`config.mk`:
```
export PLATFORM = sky130hd
export DESIGN_NAME = banked_address_decoder
export DESIGN_NICKNAME = d
export VERILOG_FILES = /design/src/rtl/bad_pkg.sv /design/src/rtl/bad_decode.sv /design/src/rtl/bad_regs.sv /design/src/rtl/banked_address_decoder.sv
export SDC_FILE = /design/constraint.sdc
export NUM_CORES = 1
export LEC_CHECK = 0
export ABC_AREA = 1
export BUFFER_PORTS_ARGS = -buffer_cell sky130_fd_sc_hd__buf_2
export CAP_MARGIN = 20
export CORE_ASPECT_RATIO = 1.25
export CORE_UTILIZATION = 50
export DETAILED_ROUTE_END_ITERATION = 12
export PLACE_DENSITY = 0.79
export SETUP_SLACK_MARGIN = 0.15
export SLEW_MARGIN = 0
export SYNTH_ARGS = -nofsm -noshare
export SYNTH_HDL_FRONTEND = slang
export SYNTH_SLANG_ARGS = --single-unit
```
`constraint.sdc`:
```
create_clock -name clk_i -period 5.6 [get_ports clk_i]
set_input_delay 0.28 -clock clk_i [delete_from_list [all_inputs] [get_ports clk_i]]
set_output_delay 0.28 -clock clk_i [all_outputs]
set_load 0.02 [all_outputs]
```
`src/rtl/bad_pkg.sv`:
```
// ----------------------------------------------------------------------------
// bad_pkg
// Shared types and constants of the banked address decoder.
// ----------------------------------------------------------------------------
`default_nettype none

package bad_pkg;

  typedef enum logic [3:0] {
    RG_BOOT     = 4'd0,
    RG_ROM      = 4'd1,
    RG_VRAM     = 4'd2,
    RG_EXTRAM   = 4'd3,
    RG_WRAM     = 4'd4,
    RG_OAM      = 4'd5,
    RG_JOYPAD   = 4'd6,
    RG_TIMER    = 4'd7,
    RG_SOUND    = 4'd8,
    RG_VIDEO    = 4'd9,
    RG_HRAM     = 4'd10,
    RG_LOCAL    = 4'd11,
    RG_UNMAPPED = 4'd12,
    RG_CONTROL  = 4'd13
  } bad_region_e;

  localparam int unsigned AddrW   = 16;
  localparam int unsigned ByteW   = 8;
  localparam int unsigned PhysW   = 21;
  localparam int unsigned DmaSrcW = 13;
  localparam int unsigned RomBankW = 7;
  localparam int unsigned RamBankW = 2;

  localparam logic [7:0]  FillByte    = 8'h2D;
  localparam logic [15:0] AddrBootReg = 16'hFF50;
  localparam logic [15:0] AddrDmaReg  = 16'hFF46;
  localparam logic [15:0] AddrIeReg   = 16'hFFFF;
  localparam logic [15:0] AddrIfReg   = 16'hFF0F;
  localparam logic [15:0] AddrJoypad  = 16'hFF00;
  localparam logic [7:0]  DmaPageLo   = 8'h80;
  localparam logic [7:0]  DmaPageHi   = 8'hDF;

  // controller window select, address bits 14:13
  localparam logic [1:0] CtlRamEn   = 2'd0;
  localparam logic [1:0] CtlRomLo   = 2'd1;
  localparam logic [1:0] CtlRomHi   = 2'd2;
  localparam logic [1:0] CtlMode    = 2'd3;

  typedef struct packed {
    logic                boot_active;
    logic [RomBankW-1:0] rom_bank;
    logic [RamBankW-1:0] ram_bank;
    logic                bank_mode;
    logic [ByteW-1:0]    int_enable;
    logic [ByteW-1:0]    int_flags;
  } bad_state_t;

  typedef struct packed {
    bad_region_e        region;
    logic [PhysW-1:0]   phys_address;
    logic [ByteW-1:0]   read_data;
    logic               dma_start;
    logic [DmaSrcW-1:0] dma_source;
  } bad_result_t;

  localparam bad_state_t StateReset = '{
    boot_active: 1'b1,
    rom_bank:    7'd1,
    ram_bank:    2'd0,
    bank_mode:   1'b0,
    int_enable:  8'd0,
    int_flags:   8'd0
  };

endpackage

`default_nettype wire

```
`src/rtl/bad_decode.sv`:
```
// ----------------------------------------------------------------------------
// bad_decode
// Address decode, bank mapping and next-state logic for one bus access.
// ----------------------------------------------------------------------------
`default_nettype none

module bad_decode (
  input  logic                            is_write_i,
  input  logic [bad_pkg::AddrW-1:0]       address_i,
  input  logic [bad_pkg::ByteW-1:0]       write_data_i,
  input  logic [bad_pkg::ByteW-1:0]       cart_type_i,
  input  bad_pkg::bad_state_t             state_i,
  output bad_pkg::bad_result_t            result_o,
  output bad_pkg::bad_state_t             state_d_o
);

  logic       banking_on;
  logic       mode_on;
  logic [7:0] lo;
  logic [4:0] rom_lo;

  assign banking_on = cart_type_i inside {[8'd1:8'd3]};
  assign mode_on    = cart_type_i inside {8'd2, 8'd3};
  assign lo         = address_i[7:0];
  assign rom_lo     = (write_data_i[4:0] == 5'd0) ? 5'd1 : write_data_i[4:0];

  always_comb begin
    result_o.region       = bad_pkg::RG_UNMAPPED;
    result_o.phys_address = '0;
    result_o.read_data    = '0;
    result_o.dma_start    = 1'b0;
    result_o.dma_source   = '0;
    state_d_o             = state_i;

    if (address_i[15] == 1'b0) begin
      if (is_write_i) begin
        result_o.region = bad_pkg::RG_CONTROL;
        case (address_i[14:13])
          bad_pkg::CtlRamEn: begin
          end
          bad_pkg::CtlRomLo: begin
            if (banking_on) state_d_o.rom_bank = {state_i.rom_bank[6:5], rom_lo};
          end
          bad_pkg::CtlRomHi: begin
            if (banking_on) begin
              if (state_i.bank_mode) begin
                state_d_o.ram_bank = write_data_i[1:0];
              end else begin
                state_d_o.rom_bank = {write_data_i[1:0], state_i.rom_bank[4:0]};
              end
            end
          end
          bad_pkg::CtlMode: begin
            if (mode_on) state_d_o.bank_mode = write_data_i[0];
          end
          default: begin
          end
        endcase
      end else if (address_i[15:8] == 8'h00 && state_i.boot_active) begin
        result_o.region       = bad_pkg::RG_BOOT;
        result_o.phys_address = {5'd0, address_i};
      end else if (address_i[14] == 1'b0) begin
        result_o.region       = bad_pkg::RG_ROM;
        result_o.phys_address = {5'd0, address_i};
      end else begin
        result_o.region       = bad_pkg::RG_ROM;
        result_o.phys_address = {state_i.rom_bank, address_i[13:0]};
      end
    end else if (address_i[15:13] == 3'b100) begin
      result_o.region       = bad_pkg::RG_VRAM;
      result_o.phys_address = {8'd0, address_i[12:0]};
    end else if (address_i[15:13] == 3'b101) begin
      result_o.region       = bad_pkg::RG_EXTRAM;
      result_o.phys_address = {6'd0, state_i.ram_bank, address_i[12:0]};
    end else if (address_i < 16'hFE00) begin
      result_o.region       = bad_pkg::RG_WRAM;
      result_o.phys_address = {8'd0, address_i[12:0]};
    end else if (address_i[15:8] == 8'hFE) begin
      result_o.phys_address = {13'd0, lo};
      if (lo < 8'hA0) begin
        result_o.region = bad_pkg::RG_OAM;
      end else begin
        result_o.region = bad_pkg::RG_UNMAPPED;
        if (!is_write_i) result_o.read_data = bad_pkg::FillByte;
      end
    end else if (address_i == bad_pkg::AddrBootReg) begin
      result_o.region       = bad_pkg::RG_LOCAL;
      result_o.phys_address = {13'd0, lo};
      if (is_write_i) begin
        state_d_o.boot_active = (write_data_i == 8'd0);
      end else begin
        result_o.read_data = {7'd0, ~state_i.boot_active};
      end
    end else if (address_i == bad_pkg::AddrIeReg) begin
      result_o.region       = bad_pkg::RG_LOCAL;
      result_o.phys_address = {13'd0, lo};
      if (is_write_i) begin
        state_d_o.int_enable = write_data_i;
      end else begin
        result_o.read_data = state_i.int_enable;
      end
    end else if (address_i == bad_pkg::AddrDmaReg && is_write_i) begin
      result_o.region       = bad_pkg::RG_LOCAL;
      result_o.phys_address = {13'd0, lo};
      if (write_data_i >= bad_pkg::DmaPageLo && write_data_i <= bad_pkg::DmaPageHi) begin
        result_o.dma_start  = 1'b1;
        result_o.dma_source = {write_data_i[4:0], 8'd0};
      end
    end else if (lo[7]) begin
      result_o.region       = bad_pkg::RG_HRAM;
      result_o.phys_address = {14'd0, address_i[6:0]};
    end else begin
      result_o.phys_address = {13'd0, lo};
      if (lo < 8'h10) begin
        if (address_i == bad_pkg::AddrJoypad) begin
          result_o.region = bad_pkg::RG_JOYPAD;
        end else if (lo inside {[8'h03:8'h07]}) begin
          result_o.region = bad_pkg::RG_TIMER;
        end else if (address_i == bad_pkg::AddrIfReg) begin
          result_o.region = bad_pkg::RG_LOCAL;
          if (is_write_i) begin
            state_d_o.int_flags = write_data_i;
          end else begin
            result_o.read_data = state_i.int_flags;
          end
        end else begin
          result_o.region = bad_pkg::RG_UNMAPPED;
          if (!is_write_i) result_o.read_data = bad_pkg::FillByte;
        end
      end else if (lo < 8'h40) begin
        result_o.region = bad_pkg::RG_SOUND;
      end else begin
        result_o.region = bad_pkg::RG_VIDEO;
      end
    end
  end

endmodule

`default_nettype wire

```
`src/rtl/bad_regs.sv`:
```
// ----------------------------------------------------------------------------
// bad_regs
// Cartridge type register, bank controller and local registers.
// ----------------------------------------------------------------------------
`default_nettype none

module bad_regs (
  input  logic                      clk_i,
  input  logic                      rst_ni,
  input  logic                      cfg_valid_i,
  output logic                      cfg_ready_o,
  input  logic [bad_pkg::ByteW-1:0] cfg_data_i,
  input  logic                      update_i,
  input  bad_pkg::bad_state_t       state_d_i,
  output bad_pkg::bad_state_t       state_o,
  output logic [bad_pkg::ByteW-1:0] cart_type_o
);

  bad_pkg::bad_state_t       state_q;
  logic [bad_pkg::ByteW-1:0] cart_type_q;

  assign cfg_ready_o = 1'b1;
  assign state_o     = state_q;
  assign cart_type_o = cart_type_q;

  always_ff @(posedge clk_i or negedge rst_ni) begin
    if (!rst_ni) begin
      cart_type_q <= '0;
    end else if (cfg_valid_i) begin
      cart_type_q <= cfg_data_i;
    end
  end

  always_ff @(posedge clk_i or negedge rst_ni) begin
    if (!rst_ni) begin
      state_q <= bad_pkg::StateReset;
    end else if (update_i) begin
      state_q <= state_d_i;
    end
  end

endmodule

`default_nettype wire

```
`src/rtl/banked_address_decoder.sv`:
```
// ----------------------------------------------------------------------------
// banked_address_decoder
// Bus address decoder with cartridge bank controller and local registers.
// ----------------------------------------------------------------------------
// usage:
//   s_axis carries one cpu bus access per item: tuser is the write flag,
//   tdata holds the address and the write byte. m_axis returns one
//   decoded item per access: tuser is the target region, tdata holds
//   the physical offset, read byte, dma start flag and dma source.
//   cfg carries the cartridge type byte; write it only while idle.
//   each access is latched in an input register, decoded combinationally
//   and stored in a result register, from which m_axis presents it;
//   one access per cycle is sustained while m_axis does not stall.
//   bank, boot and interrupt registers update as an access moves into
//   the result register, so the next access already sees the change.
//   reset maps the boot rom, selects rom bank 1, ram bank 0, mode 0,
//   clears interrupt registers and the cartridge type, and empties
//   both registers. when m_axis stalls, the result register holds and
//   s_axis keeps accepting until the input register is also full.
// ----------------------------------------------------------------------------
`default_nettype none

module banked_address_decoder (
  input  logic        clk_i,
  input  logic        rst_ni,
  input  logic        s_axis_tvalid,
  output logic        s_axis_tready,
  // [15:0] address, [23:16] write_data
  input  logic [23:0] s_axis_tdata,
  // [0] is_write
  input  logic [0:0]  s_axis_tuser,
  output logic        m_axis_tvalid,
  input  logic        m_axis_tready,
  // [20:0] phys_address, [28:21] read_data, [29] dma_start,
  // [42:30] dma_source, [47:43] zero
  output logic [47:0] m_axis_tdata,
  // [3:0] region
  output logic [3:0]  m_axis_tuser,
  input  logic        cfg_valid_i,
  output logic        cfg_ready_o,
  input  logic [7:0]  cfg_data_i
);

  logic                      in_valid_q;
  logic                      in_write_q;
  logic [bad_pkg::AddrW-1:0] in_addr_q;
  logic [bad_pkg::ByteW-1:0] in_data_q;
  logic                      out_valid_q;
  bad_pkg::bad_result_t      out_q;
  bad_pkg::bad_result_t      result_d;
  bad_pkg::bad_state_t       state;
  bad_pkg::bad_state_t       state_d;
  logic [bad_pkg::ByteW-1:0] cart_type;
  logic                      advance;
  logic                      move;

  assign advance       = !out_valid_q || m_axis_tready;
  assign move          = in_valid_q && advance;
  assign s_axis_tready = !in_valid_q || advance;

  always_ff @(posedge clk_i or negedge rst_ni) begin
    if (!rst_ni) begin
      in_valid_q <= 1'b0;
    end else if (s_axis_tready) begin
      in_valid_q <= s_axis_tvalid;
    end
  end

  always_ff @(posedge clk_i) begin
    if (s_axis_tready && s_axis_tvalid) begin
      in_write_q <= s_axis_tuser[0];
      in_addr_q  <= s_axis_tdata[15:0];
      in_data_q  <= s_axis_tdata[23:16];
    end
  end

  bad_regs u_regs (
    .clk_i       (clk_i),
    .rst_ni      (rst_ni),
    .cfg_valid_i (cfg_valid_i),
    .cfg_ready_o (cfg_ready_o),
    .cfg_data_i  (cfg_data_i),
    .update_i    (move),
    .state_d_i   (state_d),
    .state_o     (state),
    .cart_type_o (cart_type)
  );

  bad_decode u_decode (
    .is_write_i   (in_write_q),
    .address_i    (in_addr_q),
    .write_data_i (in_data_q),
    .cart_type_i  (cart_type),
    .state_i      (state),
    .result_o     (result_d),
    .state_d_o    (state_d)
  );

  always_ff @(posedge clk_i or negedge rst_ni) begin
    if (!rst_ni) begin
      out_valid_q <= 1'b0;
    end else if (advance) begin
      out_valid_q <= in_valid_q;
    end
  end

  always_ff @(posedge clk_i) begin
    if (move) begin
      out_q <= result_d;
    end
  end

  assign m_axis_tvalid = out_valid_q;
  assign m_axis_tuser  = out_q.region;
  assign m_axis_tdata  = {5'd0, out_q.dma_source, out_q.dma_start,
                          out_q.read_data, out_q.phys_address};

  // dma requests only come from the local dma register
  a_dma_local : assert property (@(posedge clk_i) disable iff (!rst_ni)
    (out_valid_q && out_q.dma_start) |-> (out_q.region == bad_pkg::RG_LOCAL))
    else $error("dma start outside local region");

  // low rom bank bits never select bank zero
  a_rom_bank_nonzero : assert property (@(posedge clk_i) disable iff (!rst_ni)
    state.rom_bank[4:0] != 5'd0)
    else $error("rom bank low bits zero");

  // input side only stalls when both registers are full and output is held
  a_stall_cause : assert property (@(posedge clk_i) disable iff (!rst_ni)
    !s_axis_tready |-> (in_valid_q && out_valid_q && !m_axis_tready))
    else $error("input stalled without cause");

  // bank state is untouched while no item moves into the result register
  a_state_hold : assert property (@(posedge clk_i) disable iff (!rst_ni)
    !move |=> $stable(state))
    else $error("state changed without an item");

endmodule

`default_nettype wire
```
==> summary.txt <==
Worst setup path
  • CP top delay family: simple AND/OR/NAND/NOR gates
  • Crit Path Max Fanout: 43
  • CP startpoint kind: register
  • CP required: 5870 ps
  • Kind of critical path: register to register
  • Worst stage delay on the critical path: 470 ps
  • Cell Chain, Critical Path: a21oi_4, buf_4, nand3_1, nor2_2, nand2_4, mux2_4
  • Reg2reg end: u_regs.state_o[15]
  • Bufs and invs on worst path: 1
  • Worst R2R Setup Slack: 3520 ps
  • Crit. End Element: register
  • Reg2Reg Depth: 6
  • Slowest stage cell on the critical path: buf_4
  • Crit path DAT: 2350 ps
  • Worst reg2reg startpoint: m_axis_tvalid

Route
  • DRC Markers: 0
  • Vias per cell: 4.963
  • Met1 WL: 3586 um
  • Pre-Repair DR Iteration Count: 5
  • ANT nets after route: 0
  • Uppermost layer routed: met4
  • DR WL/cell: 13.57 um
  • DR WL met2: 4337 um
  • DRT Wirelength: 8427 um
  • Metal3 WL: 332 um
  • Iter 0 DRT Violations: 220
  • Via count: 3082

Power and ir drop
  • Total power: 1.509 mW
  • Peak supply drop: 0.1881 mV
  • Cell Pwr Density: 294.7 nW/um^2
  • Leakage Power: 2.498 nW

Synth
  • Most common library cells after synthesis: 65 x nand2_1, 64 x edfxtp_1, 60 x inv_1, 45 x nor2_1, 35 x dfrtp_1
  • Post-synth EDFFs: 64
  • Biggest area consumer among synthesized cells: edfxtp_1
  • Area fraction of the dominant cell type after synthesis: 43.18%
  • Count leader, synth: nand2_1
  • Seq cells post-synth: 101
  • Synth async-reset ratio: 36.63%
  • Synth Instances: 412
  • Post-synthesis sequential area ratio: 64.04%
  • Syn avg cell area: 10.80 um^2
  • YS warnings: 0
  • Dominant cells by area after synthesis: edfxtp_1 43%, dfrtp_1 20%, nand2_1 5.5%, inv_1 5.1%, nor2_1 3.8%
  • Mapped Area: 4451 um^2
  • Main flop type after synthesis: edfxtp_1
  • Post-synth cell types: 36

Clocking
  • CTS sink cnt: 101
  • Root Driver: clkbuf_8
  • CTS H-tree lvls: 3
  • Skew-Pair Late Insertion Delay: 370 ps
  • Post-CTS Hold Buffers: 0
  • Clk buf depth: 2
  • Total CTS buffers: 9
  • CTS resizes: 0
  • Clock Pin Slew Worst Setup and Hold Paths: 90 ps
  • CTS tree: done
  • Number of setup buffers added after CTS: 0

Floorplanning
  • Initial Util: 51.43%
  • Die Ht: 107.5 um
  • CORE AREA: 8653 um^2
  • I/O pins: 93
  • Die Span X: 86.39 um
  • # rows: 38
  • Die ar.: 9285 um^2

Global routing
  • All-Layer GR Usage: 20.22%
  • Total grt overflow: 0
  • Antenna violations before repair: 0
  • Vias in the first global route: 3018
  • First-pass GRT wire length: 14040 um
  • Largest net degree at the start of global routing: 44

Worst hold path
  • Min-Delay Path Class: primary input to async pin

Job
  • Max Cap Viol: 0

STA
  • Final hold violations: 4
  • Final Max Tran Viols: 0
  • Final setup viols: 0
  • Fmax: 481.2 MHz
  • Measured slew at the worst slew-check pin: 1015 ps
  • Hold WS: -7.689 ps
  • Fin worst setup slack: 3522 ps
  • Setup total negative slack: 0 ps
  • Slew HR: 32.25%
  • Final Skew: 10.74 ps
  • Period utilization: 37.11%
  • RSZ-0062 raised after global routing: no
  • Minimum clock period: 2078 ps

Placed design
  • GP Congestion: 0.8394
  • Post-DP Area: 4923 um^2
  • Port Buf Inserts: 78
  • DPL Wire Length: 6254 um
  • Post-Place Setup Slack: 3522 ps

Cells and area
  • Filler cells: 759
  • Area of the multi-input gates: 1281 um^2
  • Area Growth Syn to Fin: 15.01%
  • Register area: 2850 um^2
  • Diode count: 0
  • Final Cell Area: 5119 um^2
  • Fin nets: 534
  • Share of post-route cells with drive strength above 1: 26.15%

Run status
  • Failing checks: negative hold slack
  • Status: complete, but fails checks
metrics by stage:
stage	instances	utilization, %
after floorplan	424	-
after global placement	605	56.90
after detailed placement	605	56.90
after CTS	621	59.15
after global routing	621	59.15
final	621	59.15
where the power goes:
group	total (mW)	internal (mW)	switching [mW]
Combinational	0.173	0.0480	0.125
Sequential	0.881	0.856	0.0250
Clock	0.454	0.208	0.247
worst reg2reg max path, delay by kind of cell (launching register included):
family	cells	cell delay, ps
and+or+nand+nor	3	570
buffers and inverters	1	470
DFF	1	440
muxes	1	330
AOI/OAI and AO/OA	1	150
final cells by class:
cell class	count	area share, %
sequential	101	55.68
multi-input combinational	240	25.03
timing repair buffer	79	7.773
inverter	65	4.767
tap	120	2.933
clock buffer	9	2.420
clock inverter	7	1.393
cells by family after synthesis:
logic type | synth area share (%)
flops | 64.04
simple gates | 18.47
buf+inv | 8.350
other cells | 0.1687
compound gates | 5.792
mux | 3.177
sequential cells by signal, indices dropped and copies added (netlist names):
signal,count
m_axis_tdata,35
m_axis_tvalid,1
in_addr_q,16
in_valid_q,1
u_regs.cart_type_o,8
in_data_q,8
m_axis_tuser,4
in_write_q,1
u_regs.state_o,27
cell usage in the layout (no fill, tap or decap), types with 2 or more instances in the layout:
master    Yosys  routed
a21oi_1      10      10
buf_2         0      78
clkbuf_8      0       9
clkinv_2      0       3
conb_1        2      14
dfrtp_1      35      35
dfstp_2       2       2
edfxtp_1     64      64
inv_1        60      60
inv_2         5       5
inv_6         0       2
mux2_2        5       5
mux2i_1       7       7
nand2_1      65      65
nand2_2       2       2
nand2_4       3       3
nand3_1      24      24
nand3_2       2       2
nand4_1       7       7
nor2_1       45      45
nor2_2        2       2
nor2_8        2       2
nor3_1       12      12
nor4_1        2       2
o21ai_0      20      20
o21ai_2       7       7
worst max-delay path by stage:
| stage | start | depth (start not counted) | slack [ps] | to |
|---|---|---|---|---|
| final | m_axis_tvalid | 6 | 3520 | u_regs.state_o[15] |
| after global routing | m_axis_tvalid | 7 | 3350 | u_regs.state_o[3] |
| after CTS | m_axis_tvalid | 6 | 3510 | u_regs.state_o[15] |
| after detailed placement | m_axis_tvalid | 6 | 3520 | u_regs.state_o[15] |
| after global placement | m_axis_tvalid | 6 | 3590 | u_regs.state_o[15] |
| after floorplan | m_axis_tvalid | 6 | 2900 | u_regs.state_o[1] |
per-layer routing:
layer / vias up / global-route usage [%]
li1: 1508 / -
met1: 1473 / 24.58
met2: 86 / 34.64
met3: 15 / 4.908
met4: 0 / 7.738
met5: - / 0
Power figures use the tool's default switching activity.
